<file path="src/rtl/esp_pkg.sv">
`default_nettype none

package esp_pkg;

    localparam int ADDR_W   = 5;
    localparam int S_DATA_W = 16;
    localparam int S_USER_W = 2;
    localparam int M_DATA_W = 32;
    localparam int STEP_W   = 4;
    localparam int MUL_A_W  = 33;
    localparam int MUL_B_W  = 17;
    localparam int PROD_W   = MUL_A_W + MUL_B_W;
    localparam int ACC_W    = 50;
    localparam int DUTY_Q_W = ACC_W - 10;

    typedef enum logic [1:0] {
        FUNC_EDGE   = 2'd0,
        FUNC_TICK   = 2'd1,
        FUNC_TARGET = 2'd2,
        FUNC_NONE   = 2'd3
    } func_t;

    typedef enum logic [2:0] {
        REG_PROP   = 3'd0,
        REG_INTEG  = 3'd1,
        REG_DERIV  = 3'd2,
        REG_BIAS   = 3'd3,
        REG_WINDOW = 3'd4,
        REG_SCALE  = 3'd5
    } reg_idx_t;

    localparam logic [15:0] PROP_RST   = 16'd1792;
    localparam logic [15:0] INTEG_RST  = 16'd0;
    localparam logic [15:0] DERIV_RST  = 16'd102;
    localparam logic [11:0] BIAS_RST   = 12'd4000;
    localparam logic [15:0] WINDOW_RST = 16'd100;
    localparam logic [15:0] SCALE_RST  = 16'd11648;

    typedef enum logic [2:0] {
        OP_NONE   = 3'd0,
        OP_COUNT  = 3'd1,
        OP_TARGET = 3'd2,
        OP_TICK   = 3'd3,
        OP_SPEED  = 3'd4,
        OP_ERR    = 3'd5,
        OP_LAST   = 3'd6,
        OP_DUTY   = 3'd7
    } dp_op_t;

    typedef enum logic [2:0] {
        MUL_NONE       = 3'd0,
        MUL_MAG_SCALE  = 3'd1,
        MUL_ERR_PROP   = 3'd2,
        MUL_SUM_INTEG  = 3'd3,
        MUL_DERR_DERIV = 3'd4
    } mul_sel_t;

    typedef enum logic [1:0] {
        ACC_HOLD = 2'd0,
        ACC_BIAS = 2'd1,
        ACC_ADD  = 2'd2
    } acc_op_t;

    typedef enum logic {
        JMP_NEVER = 1'b0,
        JMP_SHORT = 1'b1
    } jump_t;

    localparam logic [STEP_W-1:0] STEP_EDGE   = 4'd0;
    localparam logic [STEP_W-1:0] STEP_TARGET = 4'd1;
    localparam logic [STEP_W-1:0] STEP_TICK   = 4'd2;
    localparam logic [STEP_W-1:0] STEP_MAG    = 4'd3;
    localparam logic [STEP_W-1:0] STEP_SPEED  = 4'd4;
    localparam logic [STEP_W-1:0] STEP_ERR    = 4'd5;
    localparam logic [STEP_W-1:0] STEP_PROP   = 4'd6;
    localparam logic [STEP_W-1:0] STEP_INTEG  = 4'd7;
    localparam logic [STEP_W-1:0] STEP_DERIV  = 4'd8;
    localparam logic [STEP_W-1:0] STEP_SUM    = 4'd9;
    localparam logic [STEP_W-1:0] STEP_DUTY   = 4'd10;
    localparam logic [STEP_W-1:0] STEP_NOP    = 4'd11;

    typedef struct packed {
        dp_op_t            op;
        mul_sel_t          mul;
        acc_op_t           acc;
        jump_t             jump;
        logic [STEP_W-1:0] jump_addr;
        logic              emit;
        logic              done;
    } ctrl_word_t;

    function automatic ctrl_word_t ucode(input logic [STEP_W-1:0] step);
        ctrl_word_t cw;
        cw = '{op: OP_NONE, mul: MUL_NONE, acc: ACC_HOLD, jump: JMP_NEVER,
               jump_addr: STEP_NOP, emit: 1'b0, done: 1'b0};
        case (step)
            STEP_EDGE: begin
                cw.op   = OP_COUNT;
                cw.done = 1'b1;
            end
            STEP_TARGET: begin
                cw.op   = OP_TARGET;
                cw.emit = 1'b1;
                cw.done = 1'b1;
            end
            STEP_TICK: begin
                cw.op        = OP_TICK;
                cw.jump      = JMP_SHORT;
                cw.jump_addr = STEP_NOP;
            end
            STEP_MAG: begin
                cw.mul = MUL_MAG_SCALE;
            end
            STEP_SPEED: begin
                cw.op = OP_SPEED;
            end
            STEP_ERR: begin
                cw.op  = OP_ERR;
                cw.acc = ACC_BIAS;
            end
            STEP_PROP: begin
                cw.mul = MUL_ERR_PROP;
            end
            STEP_INTEG: begin
                cw.mul = MUL_SUM_INTEG;
                cw.acc = ACC_ADD;
            end
            STEP_DERIV: begin
                cw.mul = MUL_DERR_DERIV;
                cw.acc = ACC_ADD;
            end
            STEP_SUM: begin
                cw.op  = OP_LAST;
                cw.acc = ACC_ADD;
            end
            STEP_DUTY: begin
                cw.op   = OP_DUTY;
                cw.emit = 1'b1;
                cw.done = 1'b1;
            end
            STEP_NOP: begin
                cw.done = 1'b1;
            end
            default: begin
                cw.done = 1'b1;
            end
        endcase
        return cw;
    endfunction

    function automatic logic [STEP_W-1:0] entry_step(input func_t f);
        logic [STEP_W-1:0] s;
        case (f)
            FUNC_EDGE:   s = STEP_EDGE;
            FUNC_TICK:   s = STEP_TICK;
            FUNC_TARGET: s = STEP_TARGET;
            default:     s = STEP_NOP;
        endcase
        return s;
    endfunction

endpackage

`default_nettype wire

</file>
<file path="src/rtl/encoder_speed_pid_pwm.sv">
// Channel   Direction  Handshake                 Payload
// s_        in         s_tvalid / s_tready       tuser: func; tdata: enc_b, target, dir
// m_        out        m_tvalid / m_tready       tdata: pwm_duty, bridge_top, speed
// APB       in         psel / penable / pready   six 32-bit registers at 4*i
//
// Each item runs a step program and the input is not ready until it ends. An encoder
// edge or a new target runs only its own step, a tick that does not close a window runs
// the tick and no-op steps, and a tick that closes one runs on to the duty step, passing
// the four products of the speed and PID update through one shared 33x17 multiplier in turn.
// Reset is synchronous and active low; it restores the register defaults.
// A result step waits while the output register still holds an untaken item.
`default_nettype none

module encoder_speed_pid_pwm #(
    parameter int PWM_BITS    = 12,
    parameter int COUNT_WIDTH = 16
) (
    input  logic                          aclk,
    input  logic                          aresetn,
    input  logic                          s_tvalid,
    output logic                          s_tready,
    // s_tdata: enc_b [0], target_speed [12:1], direction [13], zero [15:14]
    input  logic [esp_pkg::S_DATA_W-1:0]  s_tdata,
    // s_tuser: func [1:0]
    input  logic [esp_pkg::S_USER_W-1:0]  s_tuser,
    output logic                          m_tvalid,
    input  logic                          m_tready,
    // m_tdata: pwm_duty [11:0], bridge_top [12], measured_speed [28:13], zero [31:29]
    output logic [esp_pkg::M_DATA_W-1:0]  m_tdata,
    input  logic                          psel,
    input  logic                          penable,
    input  logic                          pwrite,
    input  logic [esp_pkg::ADDR_W-1:0]    paddr,
    input  logic [31:0]                   pwdata,
    output logic [31:0]                   prdata,
    output logic                          pready
);
    import esp_pkg::*;

    localparam logic [DUTY_Q_W-1:0] PWM_MAX = DUTY_Q_W'((64'd1 << PWM_BITS) - 64'd1);
    localparam logic [11:0] TGT_MASK = PWM_MAX[11:0];

    logic [15:0] prop_reg, integ_reg, deriv_reg, window_reg, scale_reg;
    logic [11:0] bias_reg;

    logic              busy_reg, busy_next;
    logic [STEP_W-1:0] step_reg, step_next;
    logic              m_valid_reg, m_valid_next;

    logic        in_b_reg, in_dir_reg;
    logic [11:0] in_target_reg;

    logic [COUNT_WIDTH-1:0] pulse_reg;
    logic [15:0]            tick_reg;
    logic signed [31:0]     esum_reg;
    logic signed [17:0]     last_err_reg;
    logic [11:0]            target_reg;
    logic                   dir_reg;

    logic signed [PROD_W-1:0] prod_reg;
    logic signed [ACC_W-1:0]  acc_reg;
    logic [15:0]              speed_reg;
    logic signed [17:0]       err_reg;

    logic [11:0] duty_out_reg;
    logic        top_out_reg;
    logic [15:0] speed_out_reg;

    ctrl_word_t             cw;
    logic                   s_accept, stall, adv, emit_fire, cfg_write;
    reg_idx_t               reg_idx;
    logic [15:0]            limit, tick_inc;
    logic                   window_end;
    logic [COUNT_WIDTH-1:0] mag;
    logic signed [MUL_A_W-1:0] mul_a;
    logic signed [MUL_B_W-1:0] mul_b;
    logic signed [PROD_W-1:0]  prod_calc;
    logic [15:0]            speed_calc;
    logic signed [17:0]     err_calc;
    logic signed [18:0]     derr;
    logic signed [32:0]     esum_wide;
    logic signed [31:0]     esum_sat;
    logic signed [ACC_W-1:0] bias_term;
    logic [DUTY_Q_W-1:0]    duty_q, duty_clamp;
    logic [11:0]            duty_calc, tgt_masked;

    assign cw        = ucode(step_reg);
    assign s_tready  = !busy_reg;
    assign s_accept  = s_tvalid && s_tready;
    assign stall     = cw.emit && m_valid_reg && !m_tready;
    assign adv       = busy_reg && !stall;
    assign emit_fire = adv && cw.emit;
    assign pready    = 1'b1;
    assign cfg_write = psel && penable && pwrite && pready;
    assign reg_idx   = reg_idx_t'(paddr[ADDR_W-1:2]);

    assign limit      = (window_reg == 16'd0) ? 16'd1 : window_reg;
    assign tick_inc   = tick_reg + 16'd1;
    assign window_end = tick_inc >= limit;

    assign mag = pulse_reg[COUNT_WIDTH-1] ? (~pulse_reg + COUNT_WIDTH'(1)) : pulse_reg;
    assign derr = 19'(err_reg) - 19'(last_err_reg);

    always_comb begin
        case (cw.mul)
            MUL_MAG_SCALE: begin
                mul_a = MUL_A_W'(mag);
                mul_b = MUL_B_W'(scale_reg);
            end
            MUL_ERR_PROP: begin
                mul_a = MUL_A_W'(err_reg);
                mul_b = MUL_B_W'(prop_reg);
            end
            MUL_SUM_INTEG: begin
                mul_a = MUL_A_W'(esum_reg);
                mul_b = MUL_B_W'(integ_reg);
            end
            MUL_DERR_DERIV: begin
                mul_a = MUL_A_W'(derr);
                mul_b = MUL_B_W'(deriv_reg);
            end
            default: begin
                mul_a = '0;
                mul_b = '0;
            end
        endcase
    end

    assign prod_calc  = mul_a * mul_b;
    assign speed_calc = (|prod_reg[PROD_W-1:24]) ? 16'hFFFF : prod_reg[23:8];
    assign err_calc   = $signed({6'd0, target_reg}) - $signed({2'd0, speed_reg});
    assign esum_wide  = 33'(esum_reg) + 33'(err_calc);
    assign esum_sat   = (esum_wide[32] != esum_wide[31]) ?
                        (esum_wide[32] ? 32'sh8000_0000 : 32'sh7FFF_FFFF) : esum_wide[31:0];
    assign bias_term  = $signed(ACC_W'({bias_reg, 10'd0}));
    assign duty_q     = acc_reg[ACC_W-1:10];
    assign duty_clamp = acc_reg[ACC_W-1] ? '0 : ((duty_q > PWM_MAX) ? PWM_MAX : duty_q);
    assign duty_calc  = (target_reg == 12'd0) ? 12'd0 : duty_clamp[11:0];
    assign tgt_masked = in_target_reg & TGT_MASK;

    always_comb begin
        busy_next = busy_reg;
        step_next = step_reg;
        if (s_accept) begin
            busy_next = 1'b1;
            step_next = entry_step(func_t'(s_tuser));
        end else if (adv) begin
            if (cw.done) begin
                busy_next = 1'b0;
            end else if (cw.jump == JMP_SHORT && !window_end) begin
                step_next = cw.jump_addr;
            end else begin
                step_next = step_reg + STEP_W'(1);
            end
        end
    end

    always_comb begin
        if (emit_fire) begin
            m_valid_next = 1'b1;
        end else if (m_tready) begin
            m_valid_next = 1'b0;
        end else begin
            m_valid_next = m_valid_reg;
        end
    end

    always_ff @(posedge aclk) begin
        if (!aresetn) begin
            busy_reg     <= 1'b0;
            step_reg     <= STEP_NOP;
            m_valid_reg  <= 1'b0;
            prop_reg     <= PROP_RST;
            integ_reg    <= INTEG_RST;
            deriv_reg    <= DERIV_RST;
            bias_reg     <= BIAS_RST;
            window_reg   <= WINDOW_RST;
            scale_reg    <= SCALE_RST;
            pulse_reg    <= '0;
            tick_reg     <= '0;
            esum_reg     <= '0;
            last_err_reg <= '0;
            target_reg   <= '0;
            dir_reg      <= 1'b0;
        end else begin
            busy_reg    <= busy_next;
            step_reg    <= step_next;
            m_valid_reg <= m_valid_next;
            if (cfg_write) begin
                case (reg_idx)
                    REG_PROP:   prop_reg   <= pwdata[15:0];
                    REG_INTEG:  integ_reg  <= pwdata[15:0];
                    REG_DERIV:  deriv_reg  <= pwdata[15:0];
                    REG_BIAS:   bias_reg   <= pwdata[11:0];
                    REG_WINDOW: window_reg <= pwdata[15:0];
                    REG_SCALE:  scale_reg  <= pwdata[15:0];
                    default: ;
                endcase
            end
            if (adv) begin
                case (cw.op)
                    OP_COUNT: begin
                        pulse_reg <= in_b_reg ? pulse_reg + COUNT_WIDTH'(1)
                                              : pulse_reg - COUNT_WIDTH'(1);
                    end
                    OP_TARGET: begin
                        target_reg   <= tgt_masked;
                        dir_reg      <= in_dir_reg;
                        esum_reg     <= '0;
                        last_err_reg <= '0;
                    end
                    OP_TICK: begin
                        tick_reg <= window_end ? 16'd0 : tick_inc;
                    end
                    OP_SPEED: begin
                        pulse_reg <= '0;
                    end
                    OP_ERR: begin
                        esum_reg <= esum_sat;
                    end
                    OP_LAST: begin
                        last_err_reg <= err_reg;
                    end
                    default: ;
                endcase
            end
        end
    end

    always_ff @(posedge aclk) begin
        if (s_accept) begin
            in_b_reg      <= s_tdata[0];
            in_target_reg <= s_tdata[12:1];
            in_dir_reg    <= s_tdata[13];
        end
        if (adv) begin
            if (cw.mul != MUL_NONE) begin
                prod_reg <= prod_calc;
            end
            case (cw.acc)
                ACC_BIAS: acc_reg <= bias_term;
                ACC_ADD:  acc_reg <= acc_reg + ACC_W'(prod_reg);
                default: ;
            endcase
            case (cw.op)
                OP_SPEED: speed_reg <= speed_calc;
                OP_ERR:   err_reg   <= err_calc;
                default: ;
            endcase
        end
        if (emit_fire) begin
            if (cw.op == OP_TARGET) begin
                duty_out_reg  <= tgt_masked;
                top_out_reg   <= in_dir_reg;
                speed_out_reg <= 16'd0;
            end else begin
                duty_out_reg  <= duty_calc;
                top_out_reg   <= dir_reg;
                speed_out_reg <= speed_reg;
            end
        end
    end

    assign m_tvalid = m_valid_reg;
    assign m_tdata  = {3'd0, speed_out_reg, top_out_reg, duty_out_reg};

    always_comb begin
        case (reg_idx)
            REG_PROP:   prdata = {16'd0, prop_reg};
            REG_INTEG:  prdata = {16'd0, integ_reg};
            REG_DERIV:  prdata = {16'd0, deriv_reg};
            REG_BIAS:   prdata = {20'd0, bias_reg};
            REG_WINDOW: prdata = {16'd0, window_reg};
            REG_SCALE:  prdata = {16'd0, scale_reg};
            default:    prdata = 32'd0;
        endcase
    end

endmodule

`default_nettype wire

</file>
<file path="config.mk">
export PLATFORM = sky130hd
export DESIGN_NAME = encoder_speed_pid_pwm
export DESIGN_NICKNAME = d
export VERILOG_FILES = /design/src/rtl/esp_pkg.sv /design/src/rtl/encoder_speed_pid_pwm.sv
export SDC_FILE = /design/constraint.sdc
export NUM_CORES = 2
export LEC_CHECK = 0
export ABC_CLOCK_PERIOD_IN_PS = 9700
export BUFFER_PORTS_ARGS = -buffer_cell sky130_fd_sc_hd__buf_4
export CORE_ASPECT_RATIO = 0.8
export CORE_UTILIZATION = 45
export CTS_CLUSTER_SIZE = 30
export DETAILED_ROUTE_END_ITERATION = 10
export PLACE_DENSITY_LB_ADDON = 0.08
export SLEW_MARGIN = 20
export SYNTH_ARGS = -nofsm -noshare
export SYNTH_HDL_FRONTEND = slang
export SYNTH_SLANG_ARGS = --single-unit
</file>
<file path="constraint.sdc">
create_clock -name aclk -period 9.7 [get_ports aclk]
set_input_delay 1.455 -clock aclk [delete_from_list [all_inputs] [get_ports aclk]]
set_output_delay 1.455 -clock aclk [all_outputs]
set_load 0.01 [all_outputs]
</file>
* Word-level counts from Yosys, hierarchy flattened
Index checks and enable logic that the tools add are counted.
Word-level totals: latch bits 0, memories 0, output and inout bits 67, memory bits (read-only) 0, flip-flop bits (word level) 369, bits in writable memories 0
Cells by class: add/sub/neg operators 9, magnitude comparators 2, shift operators 0, mux-type cells 33, equal/unequal tests 31, multipliers 1, reduce and logical (&&, ||, !) cells 46, div/mod/pow operators 0, bitwise gates (word level) 1
Operators with widths (number):
- case mux 33 bit (4 select lines) | 1
- case mux 50 bit (2 select lines) | 1
- case mux 16 bit (6 select lines) | 1
- 2-to-1 mux 16 bit | 4
- 2-to-1 mux 32 bit | 2
- case mux 16 bit (4 select lines) | 1
- case mux 32 bit (2 select lines) | 1
- adder 50 bit | 1
- multiplier 33 x 17 -> 50 bit | 1
- adder 16 x 1 -> 16 bit, second input constant | 3
- 2-to-1 mux 12 bit | 4
- greater-than comparator 40 x 12 -> 1 bit, second input constant | 1
- case mux 18 bit (2 select lines) | 1
- AND reduction 2 bit | 17
- adder 32 x 17 -> 33 bit | 1
- case mux 16 bit (2 select lines) | 1
- OR reduction 26 bit | 1
- case mux 3 bit (7 select lines) | 1
- subtractor 17 x 18 -> 19 bit | 1
- equality test 3 x 2 -> 1 bit, second input constant | 6
- equality test 3 bit, second input constant | 6
- subtractor 12 x 16 -> 17 bit | 1
- equality test 4 x 3 -> 1 bit, second input constant | 4
- >= comparator 16 bit | 1
- other kinds (29) | 61

* Logic depth before layout (Yosys ltp)
depth after elaboration 9, gate-level depth with buffers 38

* Worst setup path before layout
No wires, ideal clock.
kind register -> register, start register err_reg[0], end register prod_reg[48] (data pin), arrival time 8.285 ns, setup time 0.274 ns, clock period less this slack 8.559 ns, stages on the path, launching flop included 36, slack 1.141 ns, cells stage by stage edfxtp_1 -> inv_1 -> ha_1 -> fa_1 -> nor2b_1 -> o21ai_2 -> a21boi_2 -> o311ai_2 -> a21oi_1 -> o221a_2 -> o41a_4 -> nor3_4 -> a2111oi_0 -> nor2_1 -> fa_1 -> inv_1 -> fa_1 -> fa_1 -> inv_1 -> fa_1 -> fa_1 -> inv_1 -> fa_1 -> inv_1 -> ha_1 -> clkbuf_1 -> nand3_1 -> nor3_1 -> nand2_1 -> nor3b_1 -> a221oi_2 -> o311ai_2 -> o31a_1 -> a41oi_1 -> o41ai_1 -> xor2_1
Between the ends: longest elaborated chain between the ends 3
RTL lines:
- from (decl) | line encoder_speed_pid_pwm.sv:63 | logic signed [17:0] err_reg;
- from (signal assigned) | line encoder_speed_pid_pwm.sv:247 | OP_ERR: err_reg <= err_calc;
- subtractor 17 x 18 -> 19 bit | line encoder_speed_pid_pwm.sv:102 | assign derr = 19'(err_reg) - 19'(last_err_reg);
- case mux 33 bit (4 select lines) * | line encoder_speed_pid_pwm.sv:105 | case (cw.mul)
- multiplier 33 x 17 -> 50 bit * | line encoder_speed_pid_pwm.sv:129 | assign prod_calc = mul_a * mul_b;
- named net prod_calc[48] | line encoder_speed_pid_pwm.sv:77 | logic signed [PROD_W-1:0] prod_calc;
- to (signal assigned) | line encoder_speed_pid_pwm.sv:238 | prod_reg <= prod_calc;
- to (decl) | line encoder_speed_pid_pwm.sv:60 | logic signed [PROD_W-1:0] prod_reg;
Mark *: on every way through the listed nets, which the timed path passes. The rest lies on a longest branch. A chain may end at the register's enable or synchronous reset.

* Worst setup path in the final report
Ends and elaborated chain as after synthesis.

==> summary.md <==
| Metric | Value |
|---|---|
| Final period util | between 90 and 100% |
| Largest net degree at the start of global routing | just under 70 |
| Placed cell area | 0.0429 mm^2 |
| Final weighted congestion in routability-driven placement | 0.883 |
| Cts bufs inserted | 44 |
| Hold/Removal Path Class | reg -> reg |
| Worst flop-to-flop path startpoint | err_reg[0] |
| First-pass detailed-route iteration total | 6 |
| Max_slew headroom | 25.6% |
| Maximum clock insertion buffer count | 3 |
| CTS tree | built |
| Post-layout instance area | about 0.044 mm^2 |
| Outcome | finished clean |
| Total number of clock tree sinks | around 370 |
| Crit path capture type | flip-flop |
| Synthesized instance count | between 4000 and 5000 |
| Cell variety after synth | between 80 and 90 |
| PD cells | 89.9 mW/mm^2 |
| Arr. time, crit path | 9.69 ns |
| Horizontal die dimension | 337 um |
| Synthesized area per cell | 8.66 um^2 |
| Chip height | 270 um |
| Clock transition time at the flip-flop clock pins of the worst setup and hold paths | around 0.070 ns |
| Leading register cell type out of synthesis | sky130_fd_sc_hd__dfxtp_1 |
| Min-Delay Endpoint | last_err_reg[7] |
| Top post-synthesis cells by area | sky130_fd_sc_hd__fa_1 25%, sky130_fd_sc_hd__edfxtp_1 13%, sky130_fd_sc_hd__dfxtp_1 9.5% |
| Type of element launching the critical path | flip-flop |
| Post-synthesis async set-or-reset flop share | 0% |
| Critical Path Most Common Cell | sky130_fd_sc_hd__fa_1 |
| Worst reg-to-reg path cell count | 34 |
| Area overhead of the layout relative to synthesis | 9.84% |
| Startpoint of the lowest-slack hold path | last_err_reg[7] |
| Routed wire length | 125000 um |
| Die outline area | between 0.09 and 0.1 mm^2 |
| Delay of the slowest critical-path stage | 0.56 ns |
| Number of vias after detailed routing | approximately 32000 |
| Number of ports placed on the die boundary | 129 |
| Core area | 0.0893 mm^2 |
| Remaining antenna violation count after routing | 0 |
| Leakage component of the power | 19.9 nW |
| Commonest cells in the netlist | 747 x sky130_fd_sc_hd__nand2_1, 710 x sky130_fd_sc_hd__inv_1, 498 x sky130_fd_sc_hd__fa_1 |
| H-Tree Depth | 2 |
| Detailed placement HPWL | 98400 um |
| Number of storage elements in the synthesis netlist | approximately 370 |
| Cell accounting for the most synthesized area | sky130_fd_sc_hd__fa_1 |
| Cts hold-fix bufs | 0 |
| Total power | 4.00 mW |
| Area taken by multi-input logic gates | 0.0279 mm^2 |
| Initial antenna violation count | 5 |
| Worst-margin pin slew | 1.11 ns |
| Number of flops mapped to enable cells by yosys | 176 |
| Starting utilization of the core area | 45.4% |
| Fraction of layout instances using a drive strength above 1 | 8.40% |
| Synth warn | 0 |
| Hold path cells | 2 |
| Final setup violation count | 0 |
| Clock period minus final worst setup slack | 9.34 ns |
| Row cnt | 98 |
| Number of vias per cell after detailed routing | 5.45 |
| Max Cap Viol | 0 |
| Worst reg-to-reg setup slack | 0.36 ns |
| Final Max Tran Viols | 0 |
| Per-cell routed wire length | 20.9 um |
| Wire length of the first global-routing pass | roughly 190000 um |
| Post-synthesis instance area | just over 0.04 mm^2 |
| Clk root buf | sky130_fd_sc_hd__clkbuf_16 |
| Final hold violation count | 0 |
| Sequential element share of the synthesized area | 22.5% |
| Number of standard cells in the final layout excluding fillers | 5962 |
| Worst-case vdd ir drop | between 0.1 and 0.15 mV |
| Data required time of the worst path | just over 10 ns |
| Overall routing resource usage | ~28% |
| Vias in the first global route | roughly 32000 |
| Number of inserted filler cells in the final layout | 8849 |
| Highest clock rate | 107 MHz |
| Master of the slowest instance on the critical path | sky130_fd_sc_hd__fa_1 |
| Sequential cell area | ~0.0091 mm^2 |
| Cell Count Post-Placement | around 5900 |
| Maximum fanout along the worst path | 16 |
| Total global routing overflow | 0 |
| Count of buffers from port buffering | 88 |
| Insertion delay to the later sink of the worst-skew pair | just over 0.6 ns |
| Top cell type's share of synthesized area | 24.6% |
| Post-route DRC | 0 |
| Clock Skews | 0.0511 ns |
| Worst reg2reg endpoint | prod_reg[48] |
| Type of the setup path with the least slack | reg -> reg |
| Net count, final | 5551 |
| Most used standard cell by instance count after synthesis | sky130_fd_sc_hd__nand2_1 |
| Drt initial violations | 2668 |
==> metrics by stage <==
step	worst slack, ns	hold WS, ns	TNS, ns	util (%)
finish	0.362	0.453	0	49.8
global route	-0.00203	0.462	-0.00203	49.8
CTS	0.250	0.453	0	49.7
detailed placement	0.293	0.443	0	48.1
global placement	0.424	0.439	0	48.1
floorplan	1.14	0.432	0	-
==> what timing repair did <==
action	in CTS	in global routing
endpoints found under the setup margin	0	3
resized for setup	0	8
buffers inserted	0	4
==> layout make-up <==
| cell class | instances | area share (%) |
|---|---|---|
| Multi-Input combinational cell | 3369 | 62.8 |
| Sequential cell | 368 | 20.5 |
| Inverter | 710 | 6.00 |
| Timing Repair Buffer | 233 | 4.01 |
| Tap cell | 1200 | 3.38 |
| Clock buffer | 63 | 2.86 |
| Clock inverter | 18 | 0.444 |
| Antenna cell | 1 | 0.00563 |
==> cell families (layout without fill, tap and decap cells) <==
logic type | after synthesis | after routing | share of synthesized area (%)
buffers and inverters | 957 | 1024 | 9.23
AO/OA/AOI/OAI | 871 | 871 | 14.1
adder cells (fa/ha/maj) | 763 | 763 | 32.8
XOR/XNOR | 177 | 177 | 3.83
AND/OR/NAND/NOR | 1488 | 1488 | 16.2
flip-flops | 368 | 368 | 22.5
multiplexers | 50 | 50 | 1.30
other | 2 | 21 | 0.0185
==> worst max-delay path by stage <==
stage               depth (start not counted)      endpoint  slack, ns       start
finish                                     34  prod_reg[48]       0.36  err_reg[0]
global route                               30  prod_reg[48]     -0.002  err_reg[1]
CTS                                        35  prod_reg[48]       0.25  err_reg[0]
detailed placement                         35  prod_reg[48]       0.29  err_reg[0]
global placement                           35  prod_reg[48]       0.42  err_reg[0]
floorplan                                  35  prod_reg[48]       1.14  err_reg[0]
==> cell usage in the layout (no fill, tap or decap), drive strengths merged, types with 32 or more instances in the layout <==
master,instances
nand3,80
xor2,62
ha,265
o21ai,161
nand2,747
a21o,84
buf,233
xnor2,115
edfxtp,176
clkbuf,63
nor2,334
dfxtp,192
and2,55
nand2b,40
fa,498
nor3,36
inv,713
nor2b,42
a21oi,302
a22oi,32
==> worst max-delay path, delay by kind of cell, from the launching register on <==
family | cells | cell delay (ns)
and+or+nand+nor | 7 | 1.11
DFF | 1 | 0.41
xor gates and xnor gates | 1 | 0.15
AOI/OAI and AO/OA | 12 | 3.07
buffers and inverters | 5 | 0.45
adders and majority gates | 9 | 3.86
==> per-layer routing <==
metal | track usage [%] | share of wire (%) | up-vias | routed length (um)
met1 | 41.5 | 49 | 16000 | 60500
met2 | 40.2 | 41 | 957 | 51600
met5 | 0 | 0 | - | 0
met4 | 6.61 | 2.3 | 0 | 2910
met3 | 5.54 | 7.7 | 162 | 9560
li1 | - | - | 15400 | -
==> power by group <==
part / total, mW / leakage (nW) / switching, mW / internal [mW]
registers: 1.69 / 3.14 / 0.0282 / 1.66
logic: 0.598 / 16.1 / 0.394 / 0.204
clock network: 1.71 / 0.713 / 0.734 / 0.975
No activity file was read; power rests on OpenSTA's default activity.
